===== config.mk =====
export PLATFORM = sky130hd
export DESIGN_NAME = k_smallest_distinct_key_groups_unit
export DESIGN_NICKNAME = d
export VERILOG_FILES = /design/src/hdl/ksdk_pkg.sv /design/src/hdl/k_smallest_distinct_key_groups_unit.sv
export VERILOG_INCLUDE_DIRS = /design/src /design/src/hdl
export SDC_FILE = /design/constraint.sdc
export NUM_CORES = 2
export LEC_CHECK = 0
export ABC_CLOCK_PERIOD_IN_PS = 11100
export BUFFER_PORTS_ARGS = -buffer_cell sky130_fd_sc_hd__buf_2
export CAP_MARGIN = 20
export CELL_PAD_IN_SITES_DETAIL_PLACEMENT = 0
export CELL_PAD_IN_SITES_GLOBAL_PLACEMENT = 1
export CORE_MARGIN = 2
export CORE_UTILIZATION = 60
export CTS_BUF_LIST = sky130_fd_sc_hd__clkbuf_8
export DETAILED_ROUTE_END_ITERATION = 10
export HOLD_SLACK_MARGIN = 0.1
export PLACE_DENSITY_LB_ADDON = 0.12
export SETUP_SLACK_MARGIN = 0.3
export SKIP_CTS_REPAIR_TIMING = 1
export SLEW_MARGIN = 20
export SYNTH_ARGS = -nofsm -noshare
export SYNTH_HDL_FRONTEND = slang
export SYNTH_SLANG_ARGS = --single-unit
export TNS_END_PERCENT = 5

===== constraint.sdc =====
create_clock -name clk -period 11.1 [get_ports clk]
set_input_delay 0 -clock clk [delete_from_list [all_inputs] [get_ports clk]]
set_output_delay 0 -clock clk [all_outputs]
set_load 0.005 [all_outputs]

===== src/hdl/k_smallest_distinct_key_groups_unit_assert.svh =====
// Assertion macros for the k smallest distinct key groups unit
`ifndef K_SMALLEST_DISTINCT_KEY_GROUPS_UNIT_ASSERT_SVH
`define K_SMALLEST_DISTINCT_KEY_GROUPS_UNIT_ASSERT_SVH

`ifndef ASSERT_OFF
// Same-cycle implication, checked on every rising edge out of reset
`define KSDK_ASSERT_IMP(lbl, ante, cons) \
  lbl: assert property (@(posedge clk) disable iff (!rst_n) (ante) |-> (cons)) \
    else $error("ksdk assertion failed");
// Next-cycle implication
`define KSDK_ASSERT_NXT(lbl, ante, cons) \
  lbl: assert property (@(posedge clk) disable iff (!rst_n) (ante) |=> (cons)) \
    else $error("ksdk assertion failed");
`else
`define KSDK_ASSERT_IMP(lbl, ante, cons)
`define KSDK_ASSERT_NXT(lbl, ante, cons)
`endif

`endif


===== src/hdl/ksdk_pkg.sv =====
// Types and constants shared by the k smallest distinct key groups unit
package ksdk_pkg;

  localparam int ID_W      = 31;
  localparam int KEY_W     = 16;
  localparam int RANK_W    = 6;
  localparam int GCNT_W    = 7;
  localparam int ENTRY_W   = ID_W + KEY_W + 1;
  localparam int RES_W     = 7;
  localparam int RES_LIMIT = 64;
  localparam int DATA_W    = 32;
  localparam int ADDR_W    = 2;

  // Register addresses (byte offsets, word aligned)
  localparam logic [ADDR_W-1:0] REG_GROUP_COUNT = 2'd0;

  localparam logic [GCNT_W-1:0] GROUP_COUNT_RST = 7'd1;

  typedef enum logic [2:0] {
    S_LOAD,
    S_MIN_RD,
    S_MIN_CMP,
    S_EMIT_RD,
    S_EMIT_CHK,
    S_PUSH,
    S_EMIT_NEXT,
    S_FLUSH
  } state_t;

endpackage


===== src/hdl/k_smallest_distinct_key_groups_unit.sv =====
// Top level: loads (id, key) entries and reports the groups with the smallest distinct keys
//
// Entries are loaded one item per cycle into an entry memory with one write port and
// one registered read port. The item with load_last set ends the set and starts the
// selection (if group_count is zero the set is dropped instead), and in_stall stays
// high until the selection is done. For each group the sequencer makes two passes
// over the n stored entries through the one read port. The minimum search over
// untaken keys reads each entry (S_MIN_RD) and compares it (S_MIN_CMP). The emit
// pass reads (S_EMIT_RD), checks (S_EMIT_CHK) and steps (S_EMIT_NEXT) each entry,
// and it marks members taken and hands each one to the output through S_PUSH. When
// the set runs out of keys before group_count groups, one more minimum search runs,
// and a stalled output can hold the sequencer in S_PUSH or S_FLUSH. One result is
// held back in a pending register so group_end and run_end can be set on it. The
// group_count register (reset 1) sits at byte address 0 of the APB port.
`include "k_smallest_distinct_key_groups_unit_assert.svh"

module k_smallest_distinct_key_groups_unit #(
  parameter int MAX_ENTRIES = 64
) (
  input  logic                          clk,
  input  logic                          rst_n,
  // input channel
  input  logic                          in_valid,
  output logic                          in_stall,
  input  logic [ksdk_pkg::ID_W-1:0]     in_entry_id,
  input  logic [ksdk_pkg::KEY_W-1:0]    in_entry_key,
  input  logic                          in_load_last,
  // result channel
  output logic                          out_valid,
  input  logic                          out_stall,
  output logic [ksdk_pkg::RANK_W-1:0]   out_group_rank,
  output logic [ksdk_pkg::KEY_W-1:0]    out_group_key,
  output logic [ksdk_pkg::ID_W-1:0]     out_member_id,
  output logic                          out_group_end,
  output logic                          out_run_end,
  // configuration port
  input  logic                          psel,
  input  logic                          penable,
  input  logic                          pwrite,
  input  logic [ksdk_pkg::ADDR_W-1:0]   paddr,
  input  logic [ksdk_pkg::DATA_W-1:0]   pwdata,
  output logic [ksdk_pkg::DATA_W-1:0]   prdata,
  output logic                          pready
);

  localparam int IDX_W = (MAX_ENTRIES > 1) ? $clog2(MAX_ENTRIES) : 1;
  localparam int CNT_W = $clog2(MAX_ENTRIES + 1);

  localparam int ID_W    = ksdk_pkg::ID_W;
  localparam int KEY_W   = ksdk_pkg::KEY_W;
  localparam int RANK_W  = ksdk_pkg::RANK_W;
  localparam int GCNT_W  = ksdk_pkg::GCNT_W;
  localparam int ENTRY_W = ksdk_pkg::ENTRY_W;
  localparam int RES_W   = ksdk_pkg::RES_W;

  // entry memory: {taken, key, id}
  logic [ENTRY_W-1:0] mem_r [MAX_ENTRIES];
  logic [ENTRY_W-1:0] rd_data_r;
  logic               mem_we;
  logic [IDX_W-1:0]   mem_waddr;
  logic [ENTRY_W-1:0] mem_wdata;

  ksdk_pkg::state_t state_r, state_nxt;
  logic [CNT_W-1:0]  cnt_r, cnt_nxt;
  logic [IDX_W-1:0]  idx_r, idx_nxt;
  logic [KEY_W-1:0]  best_r, best_nxt;
  logic              found_r, found_nxt;
  logic [GCNT_W-1:0] rank_r, rank_nxt;
  logic [RES_W-1:0]  res_cnt_r, res_cnt_nxt;
  logic [ID_W-1:0]   cand_id_r, cand_id_nxt;
  logic [GCNT_W-1:0] group_count_r, group_count_nxt;

  logic              pend_valid_r, pend_valid_nxt;
  logic [RANK_W-1:0] pend_rank_r, pend_rank_nxt;
  logic [KEY_W-1:0]  pend_key_r, pend_key_nxt;
  logic [ID_W-1:0]   pend_id_r, pend_id_nxt;
  logic              pend_ge_r, pend_ge_nxt;

  logic              out_valid_r, out_valid_nxt;
  logic [RANK_W-1:0] out_rank_r, out_rank_nxt;
  logic [KEY_W-1:0]  out_key_r, out_key_nxt;
  logic [ID_W-1:0]   out_id_r, out_id_nxt;
  logic              out_ge_r, out_ge_nxt;
  logic              out_re_r, out_re_nxt;

  logic              rd_taken;
  logic [KEY_W-1:0]  rd_key;
  logic [ID_W-1:0]   rd_id;
  logic              last_idx;
  logic              out_free;
  logic              cfg_wr;

  assign rd_taken = rd_data_r[ENTRY_W-1];
  assign rd_key   = rd_data_r[ID_W +: KEY_W];
  assign rd_id    = rd_data_r[ID_W-1:0];
  assign last_idx = (CNT_W'(idx_r) == (cnt_r - CNT_W'(1)));
  assign out_free = !out_valid_r || !out_stall;
  assign cfg_wr   = psel && penable && pwrite;

  // APB side: the single register is written at address zero and always read back
  assign pready = 1'b1;
  assign prdata = ksdk_pkg::DATA_W'(group_count_r);

  assign in_stall       = (state_r != ksdk_pkg::S_LOAD);
  assign out_valid      = out_valid_r;
  assign out_group_rank = out_rank_r;
  assign out_group_key  = out_key_r;
  assign out_member_id  = out_id_r;
  assign out_group_end  = out_ge_r;
  assign out_run_end    = out_re_r;

  // sequencer: next state, datapath and memory write
  always_comb begin
    logic upd;
    upd             = 1'b0;
    state_nxt       = state_r;
    cnt_nxt         = cnt_r;
    idx_nxt         = idx_r;
    best_nxt        = best_r;
    found_nxt       = found_r;
    rank_nxt        = rank_r;
    res_cnt_nxt     = res_cnt_r;
    cand_id_nxt     = cand_id_r;
    group_count_nxt = group_count_r;
    pend_valid_nxt  = pend_valid_r;
    pend_rank_nxt   = pend_rank_r;
    pend_key_nxt    = pend_key_r;
    pend_id_nxt     = pend_id_r;
    pend_ge_nxt     = pend_ge_r;
    out_valid_nxt   = out_valid_r;
    out_rank_nxt    = out_rank_r;
    out_key_nxt     = out_key_r;
    out_id_nxt      = out_id_r;
    out_ge_nxt      = out_ge_r;
    out_re_nxt      = out_re_r;
    mem_we          = 1'b0;
    mem_waddr       = idx_r;
    mem_wdata       = rd_data_r;

    // retire the output item once taken
    if (out_valid_r && !out_stall) begin
      out_valid_nxt = 1'b0;
    end

    // register write
    if (cfg_wr && (paddr == ksdk_pkg::REG_GROUP_COUNT)) begin
      group_count_nxt = pwdata[GCNT_W-1:0];
    end

    case (state_r)
      ksdk_pkg::S_LOAD: begin
        if (in_valid) begin
          // store the entry while there is room
          if (cnt_r < CNT_W'(MAX_ENTRIES)) begin
            mem_we    = 1'b1;
            mem_waddr = cnt_r[IDX_W-1:0];
            mem_wdata = {1'b0, in_entry_key, in_entry_id};
            cnt_nxt   = cnt_r + CNT_W'(1);
          end
          if (in_load_last) begin
            if (group_count_r == '0) begin
              cnt_nxt = '0;
            end else begin
              state_nxt   = ksdk_pkg::S_MIN_RD;
              idx_nxt     = '0;
              found_nxt   = 1'b0;
              rank_nxt    = '0;
              res_cnt_nxt = '0;
            end
          end
        end
      end
      ksdk_pkg::S_MIN_RD: begin
        state_nxt = ksdk_pkg::S_MIN_CMP;
      end
      ksdk_pkg::S_MIN_CMP: begin
        // keep the smallest untaken key
        upd = !rd_taken && (!found_r || (rd_key < best_r));
        if (upd) begin
          best_nxt  = rd_key;
          found_nxt = 1'b1;
        end
        if (last_idx) begin
          idx_nxt   = '0;
          state_nxt = (found_r || upd) ? ksdk_pkg::S_EMIT_RD : ksdk_pkg::S_FLUSH;
        end else begin
          idx_nxt   = idx_r + IDX_W'(1);
          state_nxt = ksdk_pkg::S_MIN_RD;
        end
      end
      ksdk_pkg::S_EMIT_RD: begin
        state_nxt = ksdk_pkg::S_EMIT_CHK;
      end
      ksdk_pkg::S_EMIT_CHK: begin
        // mark a member taken and hand it over
        if (!rd_taken && (rd_key == best_r)) begin
          mem_we      = 1'b1;
          mem_wdata   = {1'b1, rd_data_r[ENTRY_W-2:0]};
          cand_id_nxt = rd_id;
          state_nxt   = ksdk_pkg::S_PUSH;
        end else begin
          state_nxt = ksdk_pkg::S_EMIT_NEXT;
        end
      end
      ksdk_pkg::S_PUSH: begin
        if (!pend_valid_r || out_free) begin
          if (pend_valid_r) begin
            out_valid_nxt = 1'b1;
            out_rank_nxt  = pend_rank_r;
            out_key_nxt   = pend_key_r;
            out_id_nxt    = pend_id_r;
            out_ge_nxt    = pend_ge_r;
            out_re_nxt    = 1'b0;
          end
          pend_valid_nxt = 1'b1;
          pend_rank_nxt  = rank_r[RANK_W-1:0];
          pend_key_nxt   = best_r;
          pend_id_nxt    = cand_id_r;
          pend_ge_nxt    = 1'b0;
          res_cnt_nxt    = res_cnt_r + RES_W'(1);
          state_nxt      = ksdk_pkg::S_EMIT_NEXT;
        end
      end
      ksdk_pkg::S_EMIT_NEXT: begin
        if (res_cnt_r == RES_W'(ksdk_pkg::RES_LIMIT)) begin
          state_nxt = ksdk_pkg::S_FLUSH;
        end else if (last_idx) begin
          // close the group and start the next search
          pend_ge_nxt = 1'b1;
          rank_nxt    = rank_r + GCNT_W'(1);
          idx_nxt     = '0;
          found_nxt   = 1'b0;
          if ((rank_r + GCNT_W'(1)) == group_count_r) begin
            state_nxt = ksdk_pkg::S_FLUSH;
          end else begin
            state_nxt = ksdk_pkg::S_MIN_RD;
          end
        end else begin
          idx_nxt   = idx_r + IDX_W'(1);
          state_nxt = ksdk_pkg::S_EMIT_RD;
        end
      end
      ksdk_pkg::S_FLUSH: begin
        // send the held result as the last one and clear the set
        if (!pend_valid_r) begin
          cnt_nxt   = '0;
          state_nxt = ksdk_pkg::S_LOAD;
        end else if (out_free) begin
          out_valid_nxt  = 1'b1;
          out_rank_nxt   = pend_rank_r;
          out_key_nxt    = pend_key_r;
          out_id_nxt     = pend_id_r;
          out_ge_nxt     = 1'b1;
          out_re_nxt     = 1'b1;
          pend_valid_nxt = 1'b0;
          cnt_nxt        = '0;
          state_nxt      = ksdk_pkg::S_LOAD;
        end
      end
      default: begin
        state_nxt = ksdk_pkg::S_LOAD;
      end
    endcase
  end

  // control registers
  always_ff @(posedge clk) begin
    if (!rst_n) begin
      state_r       <= ksdk_pkg::S_LOAD;
      cnt_r         <= '0;
      idx_r         <= '0;
      found_r       <= 1'b0;
      rank_r        <= '0;
      res_cnt_r     <= '0;
      group_count_r <= ksdk_pkg::GROUP_COUNT_RST;
      pend_valid_r  <= 1'b0;
      out_valid_r   <= 1'b0;
    end else begin
      state_r       <= state_nxt;
      cnt_r         <= cnt_nxt;
      idx_r         <= idx_nxt;
      found_r       <= found_nxt;
      rank_r        <= rank_nxt;
      res_cnt_r     <= res_cnt_nxt;
      group_count_r <= group_count_nxt;
      pend_valid_r  <= pend_valid_nxt;
      out_valid_r   <= out_valid_nxt;
    end
  end

  // payload registers
  always_ff @(posedge clk) begin
    best_r      <= best_nxt;
    cand_id_r   <= cand_id_nxt;
    pend_rank_r <= pend_rank_nxt;
    pend_key_r  <= pend_key_nxt;
    pend_id_r   <= pend_id_nxt;
    pend_ge_r   <= pend_ge_nxt;
    out_rank_r  <= out_rank_nxt;
    out_key_r   <= out_key_nxt;
    out_id_r    <= out_id_nxt;
    out_ge_r    <= out_ge_nxt;
    out_re_r    <= out_re_nxt;
  end

  // entry memory: one write, one registered read
  always_ff @(posedge clk) begin
    if (mem_we) begin
      mem_r[mem_waddr] <= mem_wdata;
    end
    rd_data_r <= mem_r[idx_r];
  end

  `KSDK_ASSERT_IMP(a_res_cnt_bound, 1'b1, res_cnt_r <= RES_W'(ksdk_pkg::RES_LIMIT))
  `KSDK_ASSERT_IMP(a_load_no_pend, state_r == ksdk_pkg::S_LOAD, !pend_valid_r)
  `KSDK_ASSERT_IMP(a_pend_rank, pend_valid_r, GCNT_W'(pend_rank_r) < group_count_r)
  `KSDK_ASSERT_IMP(a_run_end_closes, out_valid_r && out_re_r, out_ge_r)
  `KSDK_ASSERT_NXT(a_flush_clears, state_r == ksdk_pkg::S_FLUSH && state_nxt == ksdk_pkg::S_LOAD,
                   cnt_r == '0)

endmodule

# Yosys cells after proc, flatten, opt, wreduce, memory -nomap -nowiden
# Memories as Yosys holds them, arrays and structs flattened. A register that Yosys moved wholly into a read port is not among the register bits.
# Index checks and enable logic that the tools add are counted.
# classes
add_sub_neg	5
n_lt_le_gt_ge	2
n_eq_ne	22
n_mux	91
reduce_logical	37
# op_table
operator	n
$mux 48	3
$mux 31	4
$pmux 48 s2	1
$mux 7	12
$mux 6	12
$mux 16	4
$pmux 31 s2	1
$pmux 7 s2	3
$mux 3	11
$pmux 16 s2	1
$mux 1	28
$pmux 3 s8	1
$add 7x1->7 const B	3
$ne 2x2->1 const B	10
$reduce_and 5->1	4
$pmux 6 s3	1
$eq 16x16->1	1
$lt 16x16->1	1
$eq 3x3->1 const B	4
$pmux 1 s2	6
$pmux 6 s2	1
$reduce_bool 2->1	5
$reduce_and 2->1	4
$eq 6x7->1	1
21 further kinds	35
# totals
ff_bits	196
ramBits	3072
output_inout_bits	90
word_cells	178
memories	1
# memory_table
memory	depth	width	read_ports	rd_clocked_by_memory_dff	wr	line_no	text
mem_r	64	48	1	1	1	k_smallest_distinct_key_groups_unit.sv:57	logic [ENTRY_W-1:0] mem_r [MAX_ENTRIES];

# Depth between registers and ports, before layout
# depth
word_depth	7
depth_mapped	10

# Worst setup path before layout
# OpenSTA, ideal clock, no wires.
# synth_path
path_kind	flip-flop to flip-flop
startpoint	reg best_r[15]
endpoint	mem mem_r[59][0] in the netlist's numbering, enable pin
setup_ns	0.454
t_arrival_ns	4.275
t_required_ns	10.646
setup_slack_ns	6.371
path_stages_with_launch	9
path_buffers	0
synth_period_minus_slack_ns	4.729
path_cell_list	edfxtp_1 inv_1 ha_1 nand4_1 nor2_1 nand4b_1 inv_1 a31oi_1 nor2_1
# synth_between
elab_chain_cells	6
# synth_rtl
item	line_no	text
start: declaration	k_smallest_distinct_key_groups_unit.sv:66	logic [KEY_W-1:0] best_r, best_nxt;
start signal: assignment	k_smallest_distinct_key_groups_unit.sv:293	best_r <= best_nxt;
$eq 16x16->1	k_smallest_distinct_key_groups_unit.sv:196	if (!rd_taken && (rd_key == best_r)) begin
$logic_and 1x1->1	k_smallest_distinct_key_groups_unit.sv:196	
$mux 1	k_smallest_distinct_key_groups_unit.sv:196	
$pmux 1 s2	k_smallest_distinct_key_groups_unit.sv:150	case (state_r)
$mux 1	k_smallest_distinct_key_groups_unit.sv:308	if (mem_we) begin
$mux 1 (implied by the code)	k_smallest_distinct_key_groups_unit.sv:309	mem_r[mem_waddr] <= mem_wdata;
end: declaration	k_smallest_distinct_key_groups_unit.sv:57	
# No other way between the ends.

# Worst setup path after layout
# layout_path
startpoint	reg state_r[2]
endpoint	mem mem_r[11][23] in the netlist's numbering, enable pin
# layout_between
elab_chain_cells	4
elab_cells_between_ends	6
# layout_rtl
item	line_no	text
start: declaration	k_smallest_distinct_key_groups_unit.sv:63	ksdk_pkg::state_t state_r, state_nxt;
start signal: assignment	k_smallest_distinct_key_groups_unit.sv:269	state_r <= ksdk_pkg::S_LOAD;
start signal: assignment	k_smallest_distinct_key_groups_unit.sv:279	state_r <= state_nxt;
$eq 3x3->1 or $logic_not 3->1 (tied branches)	k_smallest_distinct_key_groups_unit.sv:150	
$pmux 1 s2	k_smallest_distinct_key_groups_unit.sv:150	
$mux 1	k_smallest_distinct_key_groups_unit.sv:308	
$mux 1 (implied by the code)	k_smallest_distinct_key_groups_unit.sv:309	
# Parallel ways exist; a longest one is shown, timed or not.

==> results.md <==
- Status: complete, no violations
- Most frequent cells in the layout: edfxtp_1 (3228), mux4_2 (936), clkbuf_8 (595)
- Max-slew headroom: 10.9%
- Synth cell types: 61
- Yosys warning count: 0
- CTS tree: yes
- Worst hold stages: 3
- Final worst-path cycle share: 50.2%
- Worst reg2reg setup slack: 5.53 ns
- Synth Instances: 5359
- CTS Root Buffer Type: clkbuf_8
- Synthesized cell area: 126000 um^2
- Async S/R FF share, synth: 0%
- Min-delay src: in_entry_id[21]
- Max-slew violation count: 0
- Crit path cell chain: nor3_1, and3_4, buf_4, mux2i_1, nand2_1, nor2_4, buf_4
- Combinational power share: roughly 3%
- Switching Fraction: 21.5%
- Ratio of cells with drive above 1 in the final layout: 31.3%
- Min cycle time layout: 5.57 ns
- EDFF count, synth: 3228
- CP endpoint kind: flip-flop
- Cell taking the most area after synthesis: edfxtp_1
- Die Y-Extent: 462 um
- DP HPWL: about 170 mm
- H-tree depth: 6
- Sequential fraction of the synthesis area: approximately four fifths
- Pwr dens: 174 nW/um^2
- Critical path type: flip-flop to flip-flop
- Final Hold Viols: 0
- WL/cell: 34.3 um
- I/O pins: 179
- Required time worst endpoint: 11.79 ns
- Fmax achieved: about 180 MHz
- DR vias/cell: approximately 6.6
- Synth top area cells: edfxtp_1 (77%), mux4_2 (17%), dfxtp_1 (1.4%)
- Total power draw: about 25000 uW
- Max stage delay cell, worst path: nor2_4
- Initial antenna violation count: 12
- NetSw: 5300 uW
- Peak VDD IR: 0.000148 V
- Clock network power share: roughly 40%
- Largest stage delay, worst path: 1.02 ns
- Largest net degree at the start of global routing: 125
- RSZ-0062 raised after global routing: no
- Final Setup Violations: 0
- Leak: approximately 0.044 uW
- Global route total overflow: 0
- Core area: 209000 um^2
- Cell mode on critical path: buf_4
- Vias in the first global route: approximately 60000
- HP Class: input pin to flip-flop
- DP Area: 131000 um^2
- Max FO, Critical Path: 47
- Final net count: 6161
- Commonest non-fill, non-tap cell in the layout: edfxtp_1
- Design area: about 140000 um^2
- Global-route wire length before repair: 444 mm
- CP Depth: 7
- GRT Overall Usage: 30.1%
- FF-to-FF Start: state_r[2]
- Average size of a mapped cell: about 23 um^2
- Ys flop type: edfxtp_1
- Part of the power in registers: around 57%
- Worst R2R End: mem_r[11][23]
- Register area: a little under 100000 um^2
- Area occupied by multi-input gates: roughly 26000 um^2
- 1st-pass router iterations: 6
- CTS buffer count: 550
- Worst Path Arrival: between 6 and 7 ns
- Routed WL: 317 mm
- Remaining DRCs: 0
- Area Growth Syn to Fin: 12.6%
- DIE AREA: about 210000 um^2
- Die Wd: 462 um
- Worst hold slack: 0.132 ns
- Gp weighted congestion: 0.805
- Slew @ Worst Pin: 1.30 ns
- R2r worst-path depth: 7
- Internal power: 19300 uW
- Routed Antenna Nets: 0
- Layout fillers: 12972
- Buf/Inv on CP: 2
- Top cell type's share of synthesized area: 77.0%
- Overall via count from detail_route: 60888
- Clock Skews: 0.0679 ns
- Kind of start point of the critical path: flip-flop
- PortBufs: 127
- CTS max path bufs: 4
- Max Cap Viol: 0
- Iteration-0 DRC count of the detailed router: 8030
- Top delay family on crit path: simple AND/OR/NAND/NOR gates
- Clock Sinks: 3316
- Worst hold endpoint: mem_r[9][21]
- Initial core utilization: between 60% and 70%
- Setup_tns: 0 ns
- Yosys reg bits: between 3000 and 4000
- Row Count: 168
- Clk Latency, worst-skew pair: ~1.1 ns
- Clk pin slew, worst setup/hold paths: 0.07 ns
==> layout make-up <==
class                   instances  share of cell area (%)
well taps                    2805                    2.48
clock buffers                 595                    5.78
repair buffers                416                    2.26
multi-input cells            1736                    18.6
flip-flops and latches       3316                    69.6
diodes                          9                  0.0159
clock inverters               349                    1.17
inverters                      30                  0.0794
==> flip-flops by register name, summed over array words and instances (netlist names) <==
| name | flops |
|---|---|
| out_group_end | 1 |
| pend_key_r | 16 |
| cnt_r | 7 |
| out_run_end | 1 |
| pend_rank_r | 6 |
| group_count_r | 7 |
| out_member_id | 31 |
| pend_id_r | 31 |
| best_r | 16 |
| out_group_key | 16 |
| state_r | 3 |
| pend_ge_r | 1 |
| idx_r | 6 |
| mem_r | 3072 |
| rd_data_r | 48 |
| cand_id_r | 31 |
| out_group_rank | 6 |
| out_valid | 1 |
| found_r | 1 |
| res_cnt_r | 7 |
| rank_r | 7 |
| pend_valid_r | 1 |
==> routing by layer <==
metal	vias to the layer above	wire length, um	GRT usage [%]
met5	-	0	0
met4	0	7090	7.80
met3	431	35100	6.81
met2	3520	152000	46.4
met1	32718	123000	44.5
li1	24219	-	-
==> cells in the mapped netlist, types with 26 or more instances <==
cell,number
nor2_1,130
clkbuf_1,131
edfxtp_1,3228
mux4_2,936
buf_4,31
nand2_1,198
buf_2,114
mux2i_1,56
inv_1,29
a22oi_1,89
dfxtp_1,88
o22ai_1,26
==> how the worst max path moves through the flow <==
stage	end	startpoint
after floorplan	mem_r[59][0]	best_r[15]
after global placement	mem_r[4][37]	state_r[2]
after detailed placement	mem_r[24][13]	state_r[2]
after CTS	mem_r[24][23]	state_r[2]
after global routing	mem_r[11][12]	state_r[0]
final	mem_r[11][23]	state_r[2]
==> cells by family after synthesis <==
logic type / synth area share [%]
and+or+nand+nor: 1.60
buffers and inverters: 1.20
xor gates and xnor gates: 0.160
other: 0.00596
DFF: 78.4
adders and majority gates: 0.219
AOI/OAI and AO/OA: 1.24
muxes: 17.2
==> stage by stage <==
| step | utilization, % | setup WS, ns | std cells |
|---|---|---|---|
| 2_1_floorplan | - | 6.37 | 5383 |
| 3_3_place_gp | 62.6 | 5.68 | 8213 |
| 3_5_place_dp | 62.7 | 5.63 | 8217 |
| 4_1_cts | 67.4 | 5.56 | 9161 |
| 5_1_grt | 67.8 | 5.36 | 9253 |
| 6_report | 67.8 | 5.53 | 9256 |
==> power by group through the flow <==
stage	Combinational, uW	Clock [uW]	Sequential [uW]
floorplan	382	0	14400
global placement	664	0	14400
detailed placement	712	0	14400
CTS	710	9930	14100
global route	802	10500	14100
finish	744	9780	14100
==> tightest hold or removal path: cells and delay by family <==
family                 cells  cell delay [ns]
buffers and inverters      1             0.11
and+or+nand+nor            2             0.66
Power figures use the tool's default switching activity.
